===== src/sv/gpfp_pkg.sv =====
// constants and types shared by the gamepad poll frame parser
// no dependencies; used by gamepad_poll_frame_parser
package gpfp_pkg;

  localparam int unsigned BASE_FRAME_BYTES     = 9;
  localparam int unsigned EXTRA_PRESSURE_BYTES = 12;
  localparam int unsigned STORE_BYTES          = 21;
  localparam int unsigned LONG_FRAME_BYTES     = BASE_FRAME_BYTES + EXTRA_PRESSURE_BYTES;
  localparam int unsigned POS_W                = $clog2(LONG_FRAME_BYTES + 1);

  typedef logic [7:0]       byte_t;
  typedef logic [15:0]      word_t;
  typedef logic [POS_W-1:0] pos_t;
  typedef logic [1:0]       status_t;

  localparam byte_t MODE_DIGITAL  = 8'h41;
  localparam byte_t MODE_ANALOG   = 8'h73;
  localparam byte_t MODE_PRESSURE = 8'h79;
  localparam byte_t MODE_CFG_MASK = 8'hF0;

  localparam status_t STATUS_OK  = 2'd0;
  localparam status_t STATUS_CFG = 2'd1;
  localparam status_t STATUS_BAD = 2'd2;

  localparam pos_t ANALOG_INDEX_RESET = pos_t'(5);
  localparam pos_t MODE_POS           = pos_t'(1);
  localparam pos_t BTN_LO_POS         = pos_t'(3);
  localparam pos_t BTN_HI_POS         = pos_t'(4);
  localparam pos_t STICK_HI_POS       = pos_t'(7);
  localparam pos_t STICK_LO_POS       = pos_t'(8);

endpackage


===== src/sv/gamepad_poll_frame_parser.sv =====
// gamepad poll frame parser: collects frame bytes, decodes the mode byte and
// reports buttons, stick and one analog byte per finished frame
// depends on gpfp_pkg
//
//   channel  direction  handshake            payload
//   in_      request    in_valid / in_stall  in_rx_byte, in_frame_start
//   out_     result     out_valid/out_stall  status, mode, buttons, stick, masks, analog
//   cfg_     write      cfg_valid/cfg_ready  cfg_analog_index
//
// one byte is accepted every cycle while in_stall is low; the frame state and
// byte store update at the accepting edge, as does the output register when
// that byte ends a frame; in_stall is high only while a result is held and
// out_stall is high; synchronous active-low reset clears the byte store,
// latched words and the analog index (to 5); cfg_ready is always high
module gamepad_poll_frame_parser (
  input  logic                 clk,
  input  logic                 rst_n,
  input  logic                 in_valid,
  output logic                 in_stall,
  input  logic [7:0]           in_rx_byte,
  input  logic                 in_frame_start,
  output logic                 out_valid,
  input  logic                 out_stall,
  output logic [1:0]           out_frame_status,
  output logic [7:0]           out_mode_id,
  output logic [15:0]          out_button_bits,
  output logic [15:0]          out_left_stick,
  output logic                 out_buttons_changed,
  output logic                 out_stick_changed,
  output logic [15:0]          out_pressed_mask,
  output logic [15:0]          out_released_mask,
  output logic [7:0]           out_analog_value,
  input  logic                 cfg_valid,
  output logic                 cfg_ready,
  input  logic [4:0]           cfg_analog_index
);

  gpfp_pkg::pos_t    analog_index_r;
  gpfp_pkg::pos_t    pos_r, pos_nxt;
  logic              open_r, open_nxt;
  gpfp_pkg::byte_t   store_r [gpfp_pkg::STORE_BYTES];
  gpfp_pkg::byte_t   store_wr [gpfp_pkg::STORE_BYTES];
  gpfp_pkg::byte_t   store_nxt [gpfp_pkg::STORE_BYTES];
  gpfp_pkg::word_t   cur_btn_r, cur_btn_nxt, prev_btn_r, prev_btn_nxt;
  gpfp_pkg::word_t   cur_stick_r, cur_stick_nxt, prev_stick_r, prev_stick_nxt;

  logic              out_valid_r;
  gpfp_pkg::status_t out_status_r, status_nxt;
  gpfp_pkg::byte_t   out_mode_r;
  gpfp_pkg::word_t   out_btn_r, out_stick_r, out_pressed_r, out_released_r;
  logic              out_bchg_r, out_schg_r;
  gpfp_pkg::byte_t   out_analog_r, analog_nxt;

  logic              accept, wr_en, done, mode_ok, bchg, schg;
  gpfp_pkg::pos_t    pos_cur, pos_inc, frame_len;
  gpfp_pkg::byte_t   mode;

  assign in_stall  = out_valid_r && out_stall;
  assign accept    = in_valid && !in_stall;
  assign cfg_ready = 1'b1;

  always_comb begin
    pos_cur = in_frame_start ? '0 : pos_r;
    wr_en   = accept && (in_frame_start || open_r);
    pos_inc = pos_cur + gpfp_pkg::pos_t'(1);
    for (int i = 0; i < gpfp_pkg::STORE_BYTES; i++) begin
      store_wr[i] = (wr_en && pos_cur == gpfp_pkg::pos_t'(i)) ? in_rx_byte : store_r[i];
    end
    mode      = store_wr[gpfp_pkg::MODE_POS];
    frame_len = (mode == gpfp_pkg::MODE_PRESSURE) ? gpfp_pkg::pos_t'(gpfp_pkg::LONG_FRAME_BYTES)
                                                  : gpfp_pkg::pos_t'(gpfp_pkg::BASE_FRAME_BYTES);
    done      = wr_en && (pos_inc >= frame_len);
  end

  always_comb begin
    unique case (mode) inside
      gpfp_pkg::MODE_DIGITAL, gpfp_pkg::MODE_ANALOG, gpfp_pkg::MODE_PRESSURE: begin
        mode_ok = 1'b1;
      end
      default: begin
        mode_ok = 1'b0;
      end
    endcase
  end

  always_comb begin
    pos_nxt        = pos_r;
    open_nxt       = open_r;
    store_nxt      = store_wr;
    cur_btn_nxt    = cur_btn_r;
    prev_btn_nxt   = prev_btn_r;
    cur_stick_nxt  = cur_stick_r;
    prev_stick_nxt = prev_stick_r;
    status_nxt     = gpfp_pkg::STATUS_OK;
    if (wr_en) begin
      pos_nxt  = pos_inc;
      open_nxt = 1'b1;
    end
    if (done) begin
      pos_nxt  = '0;
      open_nxt = 1'b0;
      if (mode_ok) begin
        prev_btn_nxt   = cur_btn_r;
        cur_btn_nxt    = {store_wr[gpfp_pkg::BTN_HI_POS], store_wr[gpfp_pkg::BTN_LO_POS]};
        prev_stick_nxt = cur_stick_r;
        cur_stick_nxt  = {store_wr[gpfp_pkg::STICK_HI_POS], store_wr[gpfp_pkg::STICK_LO_POS]};
      end else begin
        // config mode or bad header wipes the store
        for (int i = 0; i < gpfp_pkg::STORE_BYTES; i++) begin
          store_nxt[i] = '0;
        end
        status_nxt = ((mode & gpfp_pkg::MODE_CFG_MASK) == gpfp_pkg::MODE_CFG_MASK)
                   ? gpfp_pkg::STATUS_CFG : gpfp_pkg::STATUS_BAD;
      end
    end
    bchg = (cur_btn_nxt != prev_btn_nxt);
    schg = (cur_stick_nxt != prev_stick_nxt);
    // reads the store with this byte written in; config or bad modes read zero
    if (analog_index_r < gpfp_pkg::pos_t'(gpfp_pkg::STORE_BYTES) && mode_ok) begin
      analog_nxt = store_wr[analog_index_r];
    end else begin
      analog_nxt = '0;
    end
  end

  always_ff @(posedge clk) begin
    if (!rst_n) begin
      analog_index_r <= gpfp_pkg::ANALOG_INDEX_RESET;
      pos_r          <= '0;
      open_r         <= 1'b0;
      cur_btn_r      <= '0;
      prev_btn_r     <= '0;
      cur_stick_r    <= '0;
      prev_stick_r   <= '0;
      out_valid_r    <= 1'b0;
      for (int i = 0; i < gpfp_pkg::STORE_BYTES; i++) begin
        store_r[i] <= '0;
      end
    end else begin
      if (cfg_valid && cfg_ready) begin
        analog_index_r <= cfg_analog_index;
      end
      pos_r        <= pos_nxt;
      open_r       <= open_nxt;
      store_r      <= store_nxt;
      cur_btn_r    <= cur_btn_nxt;
      prev_btn_r   <= prev_btn_nxt;
      cur_stick_r  <= cur_stick_nxt;
      prev_stick_r <= prev_stick_nxt;
      if (done) begin
        out_valid_r <= 1'b1;
      end else if (!out_stall) begin
        out_valid_r <= 1'b0;
      end
    end
  end

  always_ff @(posedge clk) begin
    if (done) begin
      out_status_r   <= status_nxt;
      out_mode_r     <= mode;
      out_btn_r      <= cur_btn_nxt;
      out_stick_r    <= cur_stick_nxt;
      out_bchg_r     <= bchg;
      out_schg_r     <= schg;
      out_pressed_r  <= bchg ? ~cur_btn_nxt : '0;
      out_released_r <= bchg ? ~prev_btn_nxt : '0;
      out_analog_r   <= analog_nxt;
    end
  end

  assign out_valid           = out_valid_r;
  assign out_frame_status    = out_status_r;
  assign out_mode_id         = out_mode_r;
  assign out_button_bits     = out_btn_r;
  assign out_left_stick      = out_stick_r;
  assign out_buttons_changed = out_bchg_r;
  assign out_stick_changed   = out_schg_r;
  assign out_pressed_mask    = out_pressed_r;
  assign out_released_mask   = out_released_r;
  assign out_analog_value    = out_analog_r;

`ifndef SYNTHESIS
  a_result_from_request: assert property (@(posedge clk) disable iff (!rst_n)
    $rose(out_valid_r) |-> $past(in_valid && !in_stall))
    else $error("result appeared without an accepted request");

  a_closed_at_zero: assert property (@(posedge clk) disable iff (!rst_n)
    !open_r |-> pos_r == '0)
    else $error("byte position nonzero while no frame is open");

  a_pos_in_store: assert property (@(posedge clk) disable iff (!rst_n)
    pos_r < gpfp_pkg::pos_t'(gpfp_pkg::STORE_BYTES))
    else $error("byte position ran past the store");

  a_masks_quiet: assert property (@(posedge clk) disable iff (!rst_n)
    out_valid_r && !out_bchg_r |-> out_pressed_r == '0 && out_released_r == '0)
    else $error("masks set while buttons unchanged");
`endif

endmodule


===== config.mk =====
export PLATFORM = sky130hd
export DESIGN_NAME = gamepad_poll_frame_parser
export DESIGN_NICKNAME = d
export VERILOG_FILES = /design/src/sv/gpfp_pkg.sv /design/src/sv/gamepad_poll_frame_parser.sv
export SDC_FILE = /design/constraint.sdc
export NUM_CORES = 1
export LEC_CHECK = 0
export BUFFER_PORTS_ARGS = -buffer_cell sky130_fd_sc_hd__buf_4
export CORE_ASPECT_RATIO = 1.2
export CORE_MARGIN = 2
export CORE_UTILIZATION = 23
export CTS_CLUSTER_SIZE = 16
export DETAILED_ROUTE_END_ITERATION = 12
export PLACE_DENSITY = 0.37
export SLEW_MARGIN = 40
export SYNTH_ARGS = -nofsm -noshare
export SYNTH_HDL_FRONTEND = slang
export SYNTH_SLANG_ARGS = --single-unit
export TNS_END_PERCENT = 10

===== constraint.sdc =====
create_clock -name clk -period 7.9 [get_ports clk]
set_input_delay 1.58 -clock clk [delete_from_list [all_inputs] [get_ports clk]]
set_output_delay 1.58 -clock clk [all_outputs]
set_load 0.03 [all_outputs]

Word-level counts from Yosys, hierarchy flattened

Index checks and enable logic that the tools add are counted.

Word-level logic and storage cells: 144
Bits in registers: 328
Output and inout bits: 87
Input port bits: 19

Reductions and logical operators: 31
Bitwise operators: 4
Eq/ne operators: 27
Magnitude comparators: 3
Add/subtract/negate cells: 1
Multiplexer cells: 40

Operator list:

| cell                                                                   | count |
|---|---|
| 168-bit two-way mux                                                    | 2 |
| 8-bit two-way mux                                                      | 23 |
| 16-bit two-way mux                                                     | 8 |
| 8-bit binary-select mux with 5-bit select                              | 1 |
| 5-bit by 4-bit equality test with 1-bit output (second input constant) | 8 |
| 16-bit != test                                                         | 2 |
| 16-bit NOT                                                             | 2 |
| 1-bit logical AND                                                      | 26 |
| 5-bit equality test (second input constant)                            | 5 |
| 8-bit by 7-bit equality test with 1-bit output (second input constant) | 3 |
| 5-bit by 3-bit equality test with 1-bit output (second input constant) | 4 |
| 5-bit by 2-bit equality test with 1-bit output (second input constant) | 2 |
| 5-bit two-way mux                                                      | 2 |
| 6-bit greater-or-equal comparator (second input constant)              | 1 |
| 5-bit NOT with 6-bit output                                            | 1 |
| 5-bit by 1-bit adder with 5-bit output (second input constant)         | 1 |
| 5-bit by 1-bit equality test with 1-bit output (second input constant) | 1 |
| 5-bit greater-or-equal comparator                                      | 1 |
| 5-bit logical NOT                                                      | 1 |
| 5-bit less-than comparator (second input constant)                     | 1 |
| 4-bit equality test (second input constant)                            | 1 |
| 1-bit two-way mux                                                      | 3 |
| 3-bit OR reduction                                                     | 1 |
| 2-bit two-way mux                                                      | 1 |
| 5 further kinds                                                        | 5 |

Depth between registers and ports, before layout

Gate-level depths: netlist of the first run.

Depth after elaboration: 12
Mapped depth: 20

Worst setup path after synthesis of the first run

Ideal clock, no wire load.

Path kind: in2reg
Start: input in_frame_start
End: register out_analog_r[0], in the netlist out_analog_value[0], enable pin
Setup slack: 1.827 ns
Cell stages on the path: 13
Library setup time: 0.438 ns
Arrival: 5.635 ns
Data required time: 7.462 ns
Cell sequence: buf_4 > buf_2 > nand2b_1 > ha_1 > clkbuf_1 > o2111ai_4 > mux2_2 > or2_2 > ha_1 > nor2_1 > a211oi_1 > nand2_1 > inv_1

Word-level cells in the longest chain between the ends: 8

RTL lines:

| element                                                                                    | RTL line                                                         | source |
|---|---|---|
| start: declaration                                                                         | gamepad_poll_frame_parser.sv:21                                  | `input logic in_frame_start,` |
| 5-bit two-way mux / 1-bit logical OR (equally long branches)                               | gamepad_poll_frame_parser.sv:63, gamepad_poll_frame_parser.sv:64 |  |
| 5-bit by 1-bit equality test with 1-bit output / 1-bit logical AND (equally long branches) | gamepad_poll_frame_parser.sv:67, gamepad_poll_frame_parser.sv:64 |  |
| 1-bit logical AND                                                                          | gamepad_poll_frame_parser.sv:67                                  | `store_wr[i] = (wr_en && pos_cur == gpfp_pkg::pos_t'(i)) ? in_rx_byte : store_r[i];` |
| 8-bit two-way mux                                                                          | gamepad_poll_frame_parser.sv:67                                  |  |
| 8-bit by 7-bit equality test with 1-bit output                                             | gamepad_poll_frame_parser.sv:70                                  | `frame_len = (mode == gpfp_pkg::MODE_PRESSURE) ? gpfp_pkg::pos_t'(gpfp_pkg::LONG_FRAME_BYTES)` |
| 5-bit two-way mux                                                                          | gamepad_poll_frame_parser.sv:70                                  |  |
| 5-bit greater-or-equal comparator                                                          | gamepad_poll_frame_parser.sv:72                                  | `done = wr_en && (pos_inc >= frame_len);` |
| 1-bit logical AND (*)                                                                      | gamepad_poll_frame_parser.sv:72                                  |  |
| via done                                                                                   | gamepad_poll_frame_parser.sv:54                                  | `logic accept, wr_en, done, mode_ok, bchg, schg;` |
| end signal: assignment                                                                     | gamepad_poll_frame_parser.sv:168                                 | `out_analog_r <= analog_nxt;` |
| end: declaration                                                                           | gamepad_poll_frame_parser.sv:52                                  | `gpfp_pkg::byte_t out_analog_r, analog_nxt;` |

Mark *: on every way through the listed nets, which the timed path passes. The rest lies on a longest branch.
A chain may end at the register's enable or synchronous reset.

Worst setup path in the final report of the first run

Start: input in_frame_start
End: register out_pressed_r[1], in the netlist out_pressed_mask[1] (data pin)

Word-level cells in the longest chain between the ends: 10

RTL lines:

| element                                                                                    | RTL line                                                           | source |
|---|---|---|
| 5-bit two-way mux / 1-bit logical OR (equally long branches)                               | gamepad_poll_frame_parser.sv:63, gamepad_poll_frame_parser.sv:64   |  |
| 5-bit by 1-bit equality test with 1-bit output / 1-bit logical AND (equally long branches) | gamepad_poll_frame_parser.sv:67, gamepad_poll_frame_parser.sv:64   |  |
| 1-bit logical AND                                                                          | gamepad_poll_frame_parser.sv:67                                    |  |
| 8-bit two-way mux                                                                          | gamepad_poll_frame_parser.sv:67                                    |  |
| 8-bit by 7-bit equality test with 1-bit output (on tied branches)                          | n/a                                                                |  |
| 5-bit two-way mux / 3-bit OR reduction (equally long branches)                             | gamepad_poll_frame_parser.sv:70, gamepad_poll_frame_parser.sv:76   |  |
| 5-bit greater-or-equal comparator / 1-bit two-way mux (equally long branches)              | gamepad_poll_frame_parser.sv:72, gamepad_poll_frame_parser.sv:76   |  |
| 1-bit logical AND / 16-bit two-way mux (equally long branches)                             | gamepad_poll_frame_parser.sv:72, gamepad_poll_frame_parser.sv:102  |  |
| 16-bit two-way mux                                                                         | gamepad_poll_frame_parser.sv:99                                    | `if (done) begin` |
| 16-bit != test / 16-bit NOT (equally long branches)                                        | gamepad_poll_frame_parser.sv:116, gamepad_poll_frame_parser.sv:166 |  |
| end signal: assignment                                                                     | gamepad_poll_frame_parser.sv:166                                   | `out_pressed_r <= bchg ? ~cur_btn_nxt : '0;` |
| end: declaration                                                                           | gamepad_poll_frame_parser.sv:50                                    | `gpfp_pkg::word_t out_btn_r, out_stick_r, out_pressed_r, out_released_r;` |

Parallel ways exist; a longest one is shown, timed or not.

==> impl_summary.txt, run 1 <==
----------------------------------------------------
[Route]
  Routed via count divided by cell count ... around 4.5
  Post-route ant nets ... 0
  Total via count after detailed routing ... about 11000
  Drt drc ... 0
  Total detailed-routing wirelength ... about 45 mm
  WL/cell ... roughly 19 um
  Router iterations before antenna repair ... 4
  Initial DRC Count ... 671

[Worst setup path]
  Crit path cell chain ... buf_4, nor2b_1, ha_1, o2111ai_4, mux2_2, or2_2, ha_1, a21o_1, a211oi_1, o21ai_4, nand2_2, o211ai_1, nor4_4, buf_4, a21oi_1
  Start-to-end type of the worst setup path ... in2reg
  Type of destination of the critical path ... flop
  Worst reg2reg path depth ... 14
  Reg2reg setup slack ... approximately 2.7 ns
  Terminus of the critical flop-to-flop path ... out_pressed_mask[1]
  CP Launch Type ... input pin
  Largest delay contributor family on the critical path ... compound AO/OA/AOI/OAI gates
  Total buffers and inverters traversed by the critical path ... 2
  Top fanout value on the critical path ... 33
  Endpoint arrival time on the critical path ... roughly 6.4 ns
  Launching point of the worst reg2reg path ... pos_r[0]
  Required time of the worst setup path ... around 8 ns
  Delay of the slowest cell on the worst path ... 0.51 ns
  Crit-path slowest cell ... a211oi_1

[Synth]
  Synth Register Bits ... about 330
  Primary FF master, synth ... dfxtp_1
  Post-synthesis sequential area ratio ... approximately half
  Area of the mapped netlist ... 14500 um^2
  Syn nets ... approximately 1500
  Instance count of the mapped netlist ... 1433
  Cell variety after synth ... 76
  Top cell type's share of synthesized area ... between 30% and 40%
  Ys Warns ... 0
  Cell taking the most area after synthesis ... dfxtp_1
  Synth Area per Inst ... just over 10 um^2
  Number of flops mapped to enable cells by yosys ... 84
  Largest cells by area after synthesis ... dfxtp_1 (34%), edfxtp_1 (17%), mux2i_1 (13%), nor2_1 (5.6%), nand2_1 (3.1%)
  Post-synth ARST share ... 0%

[Timing]
  Final worst-path cycle share ... approximately three quarters
  Worst setup margin ... 1.85 ns
  Min cycle time layout ... 6.05 ns
  Final number of setup-violating endpoints ... 0
  Worst rel slew slack ... between 30 and 40%
  Setup repair after global routing missed its margin ... false
  Final-report hold violation count ... 0
  Total count of max-transition violations in the final report ... 0
  Total negative setup slack ... 0 ns
  Hold slack ... between 0.4 and 0.5 ns
  Highest Clock Rate ... 165 MHz
  Worst Clk Skew ... 0.0253 ns
  Slew at the pin with the worst max-slew slack ... between 0.9 and 1 ns

[Cells and area]
  Net total in the final layout ... about 1500
  Final antenna diode count ... 0
  Synthesis-to-finish area growth ... 18.8%
  Fin util ... approximately 28%
  Count of fill cells added during filler insertion ... roughly 6500
  Final std cells w/o fill ... between 2000 and 2500
  Ratio of cells with drive above 1 in the final layout ... about 15%
  Non-Filler Cell Area, Final ... 17200 um^2

[CTS]
  Buffer count from post-CTS setup fixing ... 0
  Hold-fix buffers at CTS ... 0
  Total CTS buffers ... 38
  Post-CTS resize count ... 0
  Buffer type at the clock tree root ... clkbuf_16
  Clock insertion delay at the later pin of the skew report ... roughly 0.57 ns
  Clock tree from TritonCTS ... yes
  Clock edge transition at the registers on the reported setup and hold paths ... ~0.060 ns
  Total number of clock tree sinks ... around 330
  Maximum clock insertion buffer count ... 3
  Number of H-tree branching levels ... 2

[Worst hold path]
  Hold_sp ... prev_stick_r[2]
  Worst hold path stage count ... 2
  Capture endpoint of the worst hold path ... prev_stick_r[2]
  Worst hold-check path type ... reg2reg

[Global route]
  Wire length of the first global-routing pass ... roughly 68 mm
  Number of antenna violations at the first check in global routing ... 0
  Overall overflow remaining after global route ... 0
  GRT Total Usage ... between 10 and 15%
  Maximum number of pins on one net before global-route repair ... ~170
  Via count of the first global-routing pass ... 10329

[Place]
  Worst slack after detailed placement ... a little over 1 ns
  Number of buffers added on ports ... ~100
  Final estimated routing congestion in global placement ... ~0.77
  Number of placed instances with taps included ... between 2000 and 2500
  Placed Area ... 16000 um^2
  Detail Placement HPWL ... slightly above 30 mm

[Floorplanning]
  Site row count ... 100
  Die width ... between 200 and 250 um
  Area of the die ... 65200 um^2
  Floorplan core area ... just over 60000 um^2
  Initial Util ... 23.3%
  Io pins ... between 100 and 150
  Die height ... roughly 280 um

[Pwr]
  Static leakage ... 7.19 nW
  Worst vdd ir ... 0.129 mV
  Power density over cell area ... 207 nW/um^2
  Tot Pwr ... ~3.6 mW

[Run status]
  Outcome ... complete, no violations

[Job]
  Number of violations of the max-capacitance limit ... 0

----------------------------------------------------
==> worst register-to-register path, cell delays in order (launching register included) <==
cell and delay (ns):
dfxtp_1 0.37, nor2b_1 0.30, ha_1 0.37, o2111ai_4 0.37
mux2_2 0.41, or2_2 0.32, ha_1 0.32, a21o_1 0.17
a211oi_1 0.51, o21ai_4 0.26, nand2_2 0.48, o211ai_1 0.23
nor4_4 0.28, buf_4 0.43, a21oi_1 0.16
==> per-layer routing <==
layer  wire [um]  global-route usage (%)
met5           0                       0
met3        1420                    2.14
met4        1290                    4.61
met1       20400                    17.9
met2       22200                    23.4
==> how the worst max path moves through the flow <==
| stage | startpoint | end | slack, ns | depth (start not counted) |
|---|---|---|---|---|
| final | in_frame_start | out_pressed_mask[1] | 1.85 | 15 |
| after global routing | in_frame_start | out_pressed_mask[0] | 1.33 | 18 |
| after CTS | in_frame_start | out_released_mask[12] | 1.64 | 16 |
| after detailed placement | in_frame_start | out_released_mask[12] | 1.01 | 16 |
| after global placement | in_frame_start | out_pressed_mask[3] | 1.22 | 16 |
| after floorplan | in_frame_start | out_analog_value[0] | 1.83 | 13 |
==> registers in the layout, indices dropped and copies added, names as in the netlist <==
register             cells
open_r                   1
out_frame_status         2
out_valid                1
prev_btn_r              16
out_stick_changed        1
cur_btn_r               16
out_pressed_mask        16
cur_stick_r             16
prev_stick_r            16
out_button_bits         16
out_analog_value         8
pos_r                    5
out_left_stick          16
store_r                168
analog_index_r           5
out_mode_id              8
out_released_mask       16
out_buttons_changed      1
==> report_power, final <==
part / switching (mW) / total (mW) / internal (mW) / leakage [nW]
registers: 0.00781 / 1.73 / 1.72 / 2.68
clock network: 0.743 / 1.70 / 0.959 / 0.574
logic: 0.103 / 0.145 / 0.0414 / 3.93
total: 0.854 / 3.57 / 2.72 / 7.19
==> cell usage after synthesis, drive strengths merged, types with 6 or more instances <==
master    n
and2     54
xnor2    18
o21a      6
o22ai    28
dfxtp   244
nand2   119
ha        7
inv      33
o21ai    51
xor2     13
a211oi   12
buf      31
mux2i   189
nand4    11
a31o      6
clkbuf   72
a21boi   19
nand3    15
nor2b    10
nor2    219
o211ai    6
a22oi    11
mux4     16
mux2      9
o221ai    9
edfxtp   84
a21oi    71
==> area by class of cell <==
type | count | area, um^2 | share of cell area [%]
Sequential cell | 328 | 7410 | 43.0
Timing Repair Buffer | 122 | 948 | 5.50
Clock buffer | 57 | 1090 | 6.34
Multi-Input combinational cell | 969 | 6570 | 38.1
Clock inverter | 11 | 73.8 | 0.428
Tap cell | 816 | 1020 | 5.92
Inverter | 33 | 129 | 0.747
==> cell families (layout without fill, tap and decap cells) <==
group	count (synthesis)	after routing	share of synthesized area [%]
simple gates	472	472	15.1
flops	328	328	51.0
compound gates	244	244	11.1
mux	214	214	16.3
buf+inv	136	223	3.95
xor+xnor	31	31	1.87
fa+ha+maj	7	7	0.603
other cells	1	1	0.0258
==> layout by cell type, fill, tap and decap left out, types with 4 or more instances in the layout <==
cell	synthesis	routed
dfxtp_1	244	244
nor2_1	218	217
mux2i_1	188	187
buf_4	2	120
nand2_1	118	118
edfxtp_1	84	84
a21oi_1	61	60
and2_1	54	54
o21ai_0	48	48
clkbuf_16	0	39
inv_1	32	31
o22ai_1	28	28
xnor2_1	18	18
a21boi_0	18	18
mux4_2	16	16
nand3_1	15	15
xor2_1	13	13
clkbuf_1	72	13
a211oi_1	12	12
a21oi_2	10	11
a22oi_1	11	11
nor2b_1	10	10
o221ai_1	9	9
mux2_2	9	9
nand4_1	9	9
ha_1	7	7
o21a_1	6	6
o211ai_1	6	6
clkinv_2	0	6
nand2b_1	5	5
a31o_1	5	5
clkbuf_8	0	5
nand4b_1	4	4
and3_1	4	4
and3b_1	4	4
a221oi_1	4	4
Note: power is estimated with default switching activity, not from simulation.
==> run 2, diff against run 1 <==
==> constraint.sdc (replaced) <==
create_clock -name clk -period 6 [get_ports clk]
set_input_delay 1.2 -clock clk [delete_from_list [all_inputs] [get_ports clk]]
set_output_delay 1.2 -clock clk [all_outputs]
set_load 0.03 [all_outputs]
==> impl_summary.txt, run 2 (same netlist as run 1, synthesis figures left out) <==
----------------------------------------------------
[Run status]
  Outcome ... complete, no violations

[Cells and area]
  Synthesis-to-finish area growth ... 20.4%
  Highest-count cells in the layout ignoring fill and taps ... dfxtp_1 (244), nor2_1 (217), mux2i_1 (188), buf_4 (137), nand2_1 (118)
  Count of fill cells added during filler insertion ... 6476 (-0.86%)
  Flip-flop count of the largest register after layout ... 168 (unchanged)
  Fin util ... 28.1% (+0.39 points)
  Final antenna diode count ... 0 (unchanged)
  Ratio of cells with drive above 1 in the final layout ... 16.9% (+1.4 points)
  Net total in the final layout ... 1538 (+1.3%)
  Top reg by flops ... store_r
  Multi-input gate area in the final layout ... 6560 um^2 (-0.17%)
  Final std cells w/o fill ... 2358 (+0.94%)
  Most common cell after layout, fill and taps aside ... dfxtp_1
  Sequential standard cell area ... 7410 um^2 (unchanged)
  Non-Filler Cell Area, Final ... 17500 um^2 (+1.4%)

[Route]
  Initial DRC Count ... 646 (-3.7%)
  Drt drc ... 0 (unchanged)
  Routed via count divided by cell count ... 4.46 (-1.5%)
  Router iterations before antenna repair ... 4 (unchanged)
  Post-route ant nets ... 0 (unchanged)
  Total via count after detailed routing ... 10513 (-0.57%)
  Total detailed-routing wirelength ... 46.6 mm (+2.8%)
  WL/cell ... 19.8 um (+1.9%)

[Place]
  Number of buffers added on ports ... 104 (unchanged)
  Number of placed instances with taps included ... 2288 (+0.93%)
  Detail Placement HPWL ... 32.2 mm (+6.3%)
  Placed Area ... 16200 um^2 (+1.3%)
  Final estimated routing congestion in global placement ... 0.793 (+3.3%)
  Worst slack after detailed placement ... 0.414 ns (-0.598 ns)

[Timing]
  Worst setup margin ... 0.973 ns (-0.881 ns)
  Worst rel slew slack ... 38.6% (about the same)
  Setup repair after global routing missed its margin ... false
  Final number of setup-violating endpoints ... 0 (unchanged)
  Slew at the pin with the worst max-slew slack ... 0.896 ns (-0.0261 ns)
  Final worst-path cycle share ... 83.8%
  Highest Clock Rate ... ~200 MHz
  Total negative setup slack ... 0 ns (unchanged)
  Min cycle time layout ... 5.03 ns
  Worst Clk Skew ... 0.0312 ns (+0.00589 ns)
  Final-report hold violation count ... 0 (unchanged)
  Hold slack ... 0.466 ns (-0.00309 ns)
  Total count of max-transition violations in the final report ... 0 (unchanged)

[Floorplanning]
  Die width ... 233 um (unchanged)
  Area of the die ... 65200 um^2 (unchanged)
  Initial Util ... 23.3% (unchanged)
  Die height ... 279 um (unchanged)
  Io pins ... 106 (unchanged)
  Site row count ... 100 (unchanged)
  Floorplan core area ... 62200 um^2 (unchanged)

[Worst setup path]
  Delay of the slowest cell on the worst path ... 0.47 ns (-0.04 ns)
  Top fanout value on the critical path ... 17 (-48%)
  Largest delay contributor family on the critical path ... simple AND/OR/NAND/NOR gates
  Crit-path slowest cell ... a2111oi_0
  Endpoint arrival time on the critical path ... 5.31 ns (-1.04 ns)
  Start-to-end type of the worst setup path ... in2reg
  Crit path cell chain ... buf_4, nor2b_1, ha_1, o2111ai_4, mux2i_1, or2_2, inv_1, ha_1, o41ai_1, a211oi_1, and2_1, buf_4, a21oi_1, or3_1, a2111oi_0, nand4_1
  Total buffers and inverters traversed by the critical path ... 3 (+1)
  Type of destination of the critical path ... flop
  Required time of the worst setup path ... 6.28 ns (-1.92 ns)
  CP Launch Type ... input pin

[Global route]
  Wire length of the first global-routing pass ... 70.5 mm (+3.7%)
  Number of antenna violations at the first check in global routing ... 0 (unchanged)
  GRT Total Usage ... 14.4% (+0.56 points)
  Via count of the first global-routing pass ... 10634 (+3.0%)
  Overall overflow remaining after global route ... 0 (unchanged)
  Maximum number of pins on one net before global-route repair ... 71 (-58%)

[CTS]
  Total CTS buffers ... 38 (unchanged)
  Buffer count from post-CTS setup fixing ... 0 (unchanged)
  Clock edge transition at the registers on the reported setup and hold paths ... 0.06 ns (about the same)
  Clock insertion delay at the later pin of the skew report ... 0.57 ns (about the same)
  Hold-fix buffers at CTS ... 0 (unchanged)
  Maximum clock insertion buffer count ... 3 (unchanged)
  Post-CTS resize count ... 0 (unchanged)
  Buffer type at the clock tree root ... clkbuf_16
  Total number of clock tree sinks ... 328 (unchanged)
  Clock tree from TritonCTS ... yes
  Number of H-tree branching levels ... 2 (unchanged)

[Pwr]
  Static leakage ... 7.33 nW (+2.0%)
  Worst vdd ir ... 0.154 mV (+19%)
  Power density over cell area ... 275 nW/um^2 (+33%)
  Tot Pwr ... 4.81 mW (+34%)

[Job]
  Number of violations of the max-capacitance limit ... 0 (unchanged)

[Worst hold path]
  Worst hold-check path type ... reg2reg

----------------------------------------------------
-- run 2: routing by layer --
layer	routed length, um	track usage, %	vias to the layer above
met5	0	0	-
met4	1410	4.77	0
met3	1390	2.14	71
met2	23300	25.0	154
met1	20400	18.2	5101
li1	-	-	5187
-- run 2: final timing paths --
check                        from           endpoint  slack (ns)  cells after the start
setup reg to reg         pos_r[0]  out_stick_changed        1.40                     15
hold / removal    prev_stick_r[7]    prev_stick_r[7]        0.47                      2
hold reg to reg   prev_stick_r[7]    prev_stick_r[7]        0.47                      2
setup / recovery   in_frame_start  out_stick_changed        0.97                     16
-- run 2: cell type report --
cell class              count  share of cell area, %
flip-flops and latches    328                   42.4
inverters                  33                  0.723
repair buffers            142                   6.45
multi-input cells         969                   37.5
clock inverters            18                  0.959
clock buffers              52                   6.15
well taps                 816                   5.84
-- run 2: power by group --
part	switching (mW)	internal (mW)
Combinational	0.138	0.0607
Clock	0.982	1.35
Sequential	0.0102	2.26
Total	1.13	3.67
-- run 2: worst min-delay path: cells and delay by family (launching register included) --
family          cells  cell delay, ns
flops               1            0.31
compound gates      1            0.07
simple gates        1            0.04
==> run 3, diff against run 2 <==
--- a/config.mk
+++ b/config.mk
@@ -5,6 +5,7 @@
 export SDC_FILE = /design/constraint.sdc
 export NUM_CORES = 1
 export LEC_CHECK = 0
+export ABC_AREA = 1
 export BUFFER_PORTS_ARGS = -buffer_cell sky130_fd_sc_hd__buf_4
 export CORE_ASPECT_RATIO = 1.2
 export CORE_MARGIN = 2
==> constraint.sdc (replaced) <==
create_clock -name clk -period 5.17 [get_ports clk]
set_input_delay 1.034 -clock clk [delete_from_list [all_inputs] [get_ports clk]]
set_output_delay 1.034 -clock clk [all_outputs]
set_load 0.03 [all_outputs]
==> impl_summary.txt, run 3 <==
----------------------------------------------------
[Worst setup path]
  Start-to-end type of the worst setup path ... in2reg
  Reg2reg setup slack ... 0.99 ns (-0.41 ns)
  Endpoint arrival time on the critical path ... 4.87 ns (-0.44 ns)
  Total buffers and inverters traversed by the critical path ... 8 (+5)
  Crit. path cell count ... 32 (+16)
  CP Launch Type ... input pin
  Terminus of the critical flop-to-flop path ... out_pressed_mask[4]
  Type of destination of the critical path ... flop
  Top fanout value on the critical path ... 38 (+21)
  Delay of the slowest cell on the worst path ... 0.26 ns (-0.21 ns)
  Crit-path slowest cell ... ha_1
  Cell with the most instances on the worst path ... nand2_1
  Largest delay contributor family on the critical path ... simple AND/OR/NAND/NOR gates
  Required time of the worst setup path ... 5.47 ns (-0.81 ns)
  Launching point of the worst reg2reg path ... pos_r[0]
  Worst reg2reg path depth ... 30 (+15)

[Global route]
  GRT Total Usage ... 15.2% (+0.81 points)
  Via count of the first global-routing pass ... 12660 (+19%)
  Number of antenna violations at the first check in global routing ... 0 (unchanged)
  Overall overflow remaining after global route ... 0 (unchanged)
  Wire length of the first global-routing pass ... 78.4 mm (+11%)
  Maximum number of pins on one net before global-route repair ... 88 (+24%)

[Synth]
  Area of the mapped netlist ... 15000 um^2 (+3.3%)
  Synth top cells by count ... nand2_1 (498), nor2_1 (383), dfxtp_1 (244)
  Syn nets ... 2044 (+40%)
  Cell variety after synth ... 44 (-42%)
  Synth Area per Inst ... 7.43 um^2 (-27%)
  Largest cells by area after synthesis ... dfxtp_1 (33%), edfxtp_1 (17%), nand2_1 (12%), nor2_1 (9.6%), inv_1 (4.5%)
  Post-synthesis sequential area ratio ... 49.4% (-1.6 points)
  Cell taking the most area after synthesis ... dfxtp_1
  Post-synth ARST share ... 0% (unchanged)
  Cell with the most instances after synthesis ... nand2_1
  Instance count of the mapped netlist ... 2018 (+41%)
  Ys Warns ... 0 (unchanged)
  Number of flops mapped to enable cells by yosys ... 84 (unchanged)
  Primary FF master, synth ... dfxtp_1
  Top cell type's share of synthesized area ... 32.6% (-1.1 points)
  Synth Register Bits ... 328 (unchanged)

[CTS]
  Hold-fix buffers at CTS ... 0 (unchanged)
  Clock tree from TritonCTS ... yes
  Total number of clock tree sinks ... 328 (unchanged)
  Buffer count from post-CTS setup fixing ... 0 (unchanged)
  Buffer type at the clock tree root ... clkbuf_16
  Clock insertion delay at the later pin of the skew report ... 0.56 ns (about the same)
  Post-CTS resize count ... 0 (unchanged)
  Total CTS buffers ... 40 (+5.3%)
  Clock edge transition at the registers on the reported setup and hold paths ... 0.06 ns (about the same)
  Maximum clock insertion buffer count ... 3 (unchanged)
  Number of H-tree branching levels ... 2 (unchanged)

[Run status]
  Outcome ... complete, no violations

[Route]
  Post-route ant nets ... 0 (unchanged)
  Total detailed-routing wirelength ... 50.9 mm (+9.3%)
  Drt drc ... 0 (unchanged)
  Routed via count divided by cell count ... 4.35 (-2.5%)
  Initial DRC Count ... 833 (+29%)
  Router iterations before antenna repair ... 5 (+1)
  WL/cell ... 17.1 um (-13%)
  Total via count after detailed routing ... 12919 (+23%)

[Timing]
  Hold slack ... 0.487 ns (+0.0212 ns)
  Total count of max-transition violations in the final report ... 0 (unchanged)
  Highest Clock Rate ... about 220 MHz
  Final number of setup-violating endpoints ... 0 (unchanged)
  Min cycle time layout ... about 4.6 ns
  Total negative setup slack ... 0 ns (unchanged)
  Worst rel slew slack ... 50.8% (+12 points)
  Final worst-path cycle share ... roughly nine tenths
  Worst Clk Skew ... 0.0178 ns (-0.0134 ns)
  Slew at the pin with the worst max-slew slack ... 0.737 ns (-0.159 ns)
  Setup repair after global routing missed its margin ... false
  Worst setup margin ... 0.594 ns (-0.379 ns)
  Final-report hold violation count ... 0 (unchanged)

[Pwr]
  Clk network pwr share ... 45.8% (-2.7 points)
  Tot Pwr ... 6.18 mW (+29%)
  Worst vdd ir ... 0.173 mV (+12%)
  Switching part of the total ... 26.1% (+2.6 points)
  Internal portion of total power ... 4.57 mW (+24%)
  Power density over cell area ... 341 nW/um^2 (+24%)
  Share of power burned in registers ... 44.0% (-3.3 points)
  Net Sw Power ... 1.61 mW (+43%)
  Static leakage ... 7.58 nW (+3.4%)
  Comb power frac ... 10.2% (+6.1 points)

[Floorplanning]
  Area of the die ... 67300 um^2 (+3.2%)
  Initial Util ... 23.2% (-0.12 points)
  Io pins ... 106 (unchanged)
  Die width ... 237 um (+1.6%)
  Floorplan core area ... 64600 um^2 (+3.8%)
  Site row count ... 102 (+2.0%)
  Die height ... 284 um (+1.6%)

[Place]
  Worst slack after detailed placement ... 0.000996 ns (-0.413 ns)
  Number of buffers added on ports ... 104 (unchanged)
  Final estimated routing congestion in global placement ... 0.815 (+2.8%)
  Detail Placement HPWL ... 34.9 mm (+8.4%)

[Cells and area]
  Final antenna diode count ... 0 (unchanged)
  Ratio of cells with drive above 1 in the final layout ... 14.0% (-2.8 points)
  Net total in the final layout ... 2138 (+39%)
  Fin util ... 28.1% (-0.067 points)
  Most common cell after layout, fill and taps aside ... nand2_1
  Top reg by flops ... store_r
  Flip-flop count of the largest register after layout ... 168 (unchanged)
  Synthesis-to-finish area growth ... 20.8%
  Highest-count cells in the layout ignoring fill and taps ... nand2_1 (498), nor2_1 (383), dfxtp_1 (242), inv_1 (180), buf_4 (156)

[Worst hold path]
  Worst hold path stage count ... 2 (unchanged)
  Capture endpoint of the worst hold path ... open_r
  Worst hold-check path type ... reg2reg
  Hold_sp ... open_r

[Job]
  Number of violations of the max-capacitance limit ... 0 (unchanged)

----------------------------------------------------
run 3: cell types whose count changed in the layout (fill, tap and decap cells not counted), moves of 33 or more:
| cell | delta |
|---|---|
| inv_1 | +149 |
| nor2_1 | +166 |
| o21ai_0 | +55 |
| nand4_1 | +33 |
| nand2_1 | +380 |
| a21oi_1 | +75 |
| and2_1 | -54 |
| mux2i_1 | -180 |
run 3: tightest hold or removal path, delay by kind of cell, from the launching register on:
| kind | cells | cell delay, ns |
|---|---|---|
| flip-flops | 1 | 0.30 |
| buffers and inverters | 1 | 0.07 |
| AO/OA/AOI/OAI | 1 | 0.06 |
run 3: stage by stage:
stage	area, um^2	cells
floorplan	15000	2018
global placement	16800	2902
detailed placement	16800	2902
CTS	18100	2973
global route	18100	2973
finish	18100	2973
run 3: cells by family (layout without fill, tap and decap cells):
family,Yosys count,after routing,share of synthesized area (%)
buffers and inverters,307,430,8.83
AO/OA/AOI/OAI,332,332,12.0
XOR/XNOR,1,1,0.0584
other,1,1,0.0250
flip-flops,328,328,49.4
multiplexers,8,8,0.534
AND/OR/NAND/NOR,1034,1034,28.5
adder cells (fa/ha/maj),7,7,0.584
run 3: how the worst max path moves through the flow:
stage,slack [ns],end,startpoint
2_1_floorplan,0.08,out_pressed_mask[4],in_frame_start
3_3_place_gp,0.07,out_pressed_mask[4],in_frame_start
3_5_place_dp,0.001,out_released_mask[0],in_frame_start
4_1_cts,0.58,out_pressed_mask[4],in_frame_start
5_1_grt,0.13,out_pressed_mask[14],in_frame_start
6_report,0.59,out_pressed_mask[4],in_frame_start
run 3: per-layer routing:
metal / wire, um / share of wire [%] / track usage [%]
met1: 22600 / 44 / 19.3
met2: 25100 / 49 / 26.7
met3: 2170 / 4.3 / 2.70
met4: 1030 / 2.0 / 3.58
met5: 0 / 0 / 0
run 3: layout make-up:
| type | instances | area, um^2 |
|---|---|---|
| Multi-Input combinational cell | 1383 | 6280 |
| Timing Repair Buffer | 166 | 1370 |
| Tap cell | 832 | 1040 |
| Clock buffer | 52 | 1090 |
| Inverter | 193 | 724 |
| Sequential cell | 328 | 7410 |
| Clock inverter | 19 | 198 |
| Fill cell | 7062 | 46500 |
run 3: power by group through the flow:
stage	registers, mW	clock network (mW)	logic [mW]
after floorplan	2.80	0	0.384
after global placement	2.78	0	0.634
after detailed placement	2.78	0	0.641
after CTS	2.72	2.94	0.643
after global routing	2.72	3.03	0.697
final	2.72	2.83	0.628
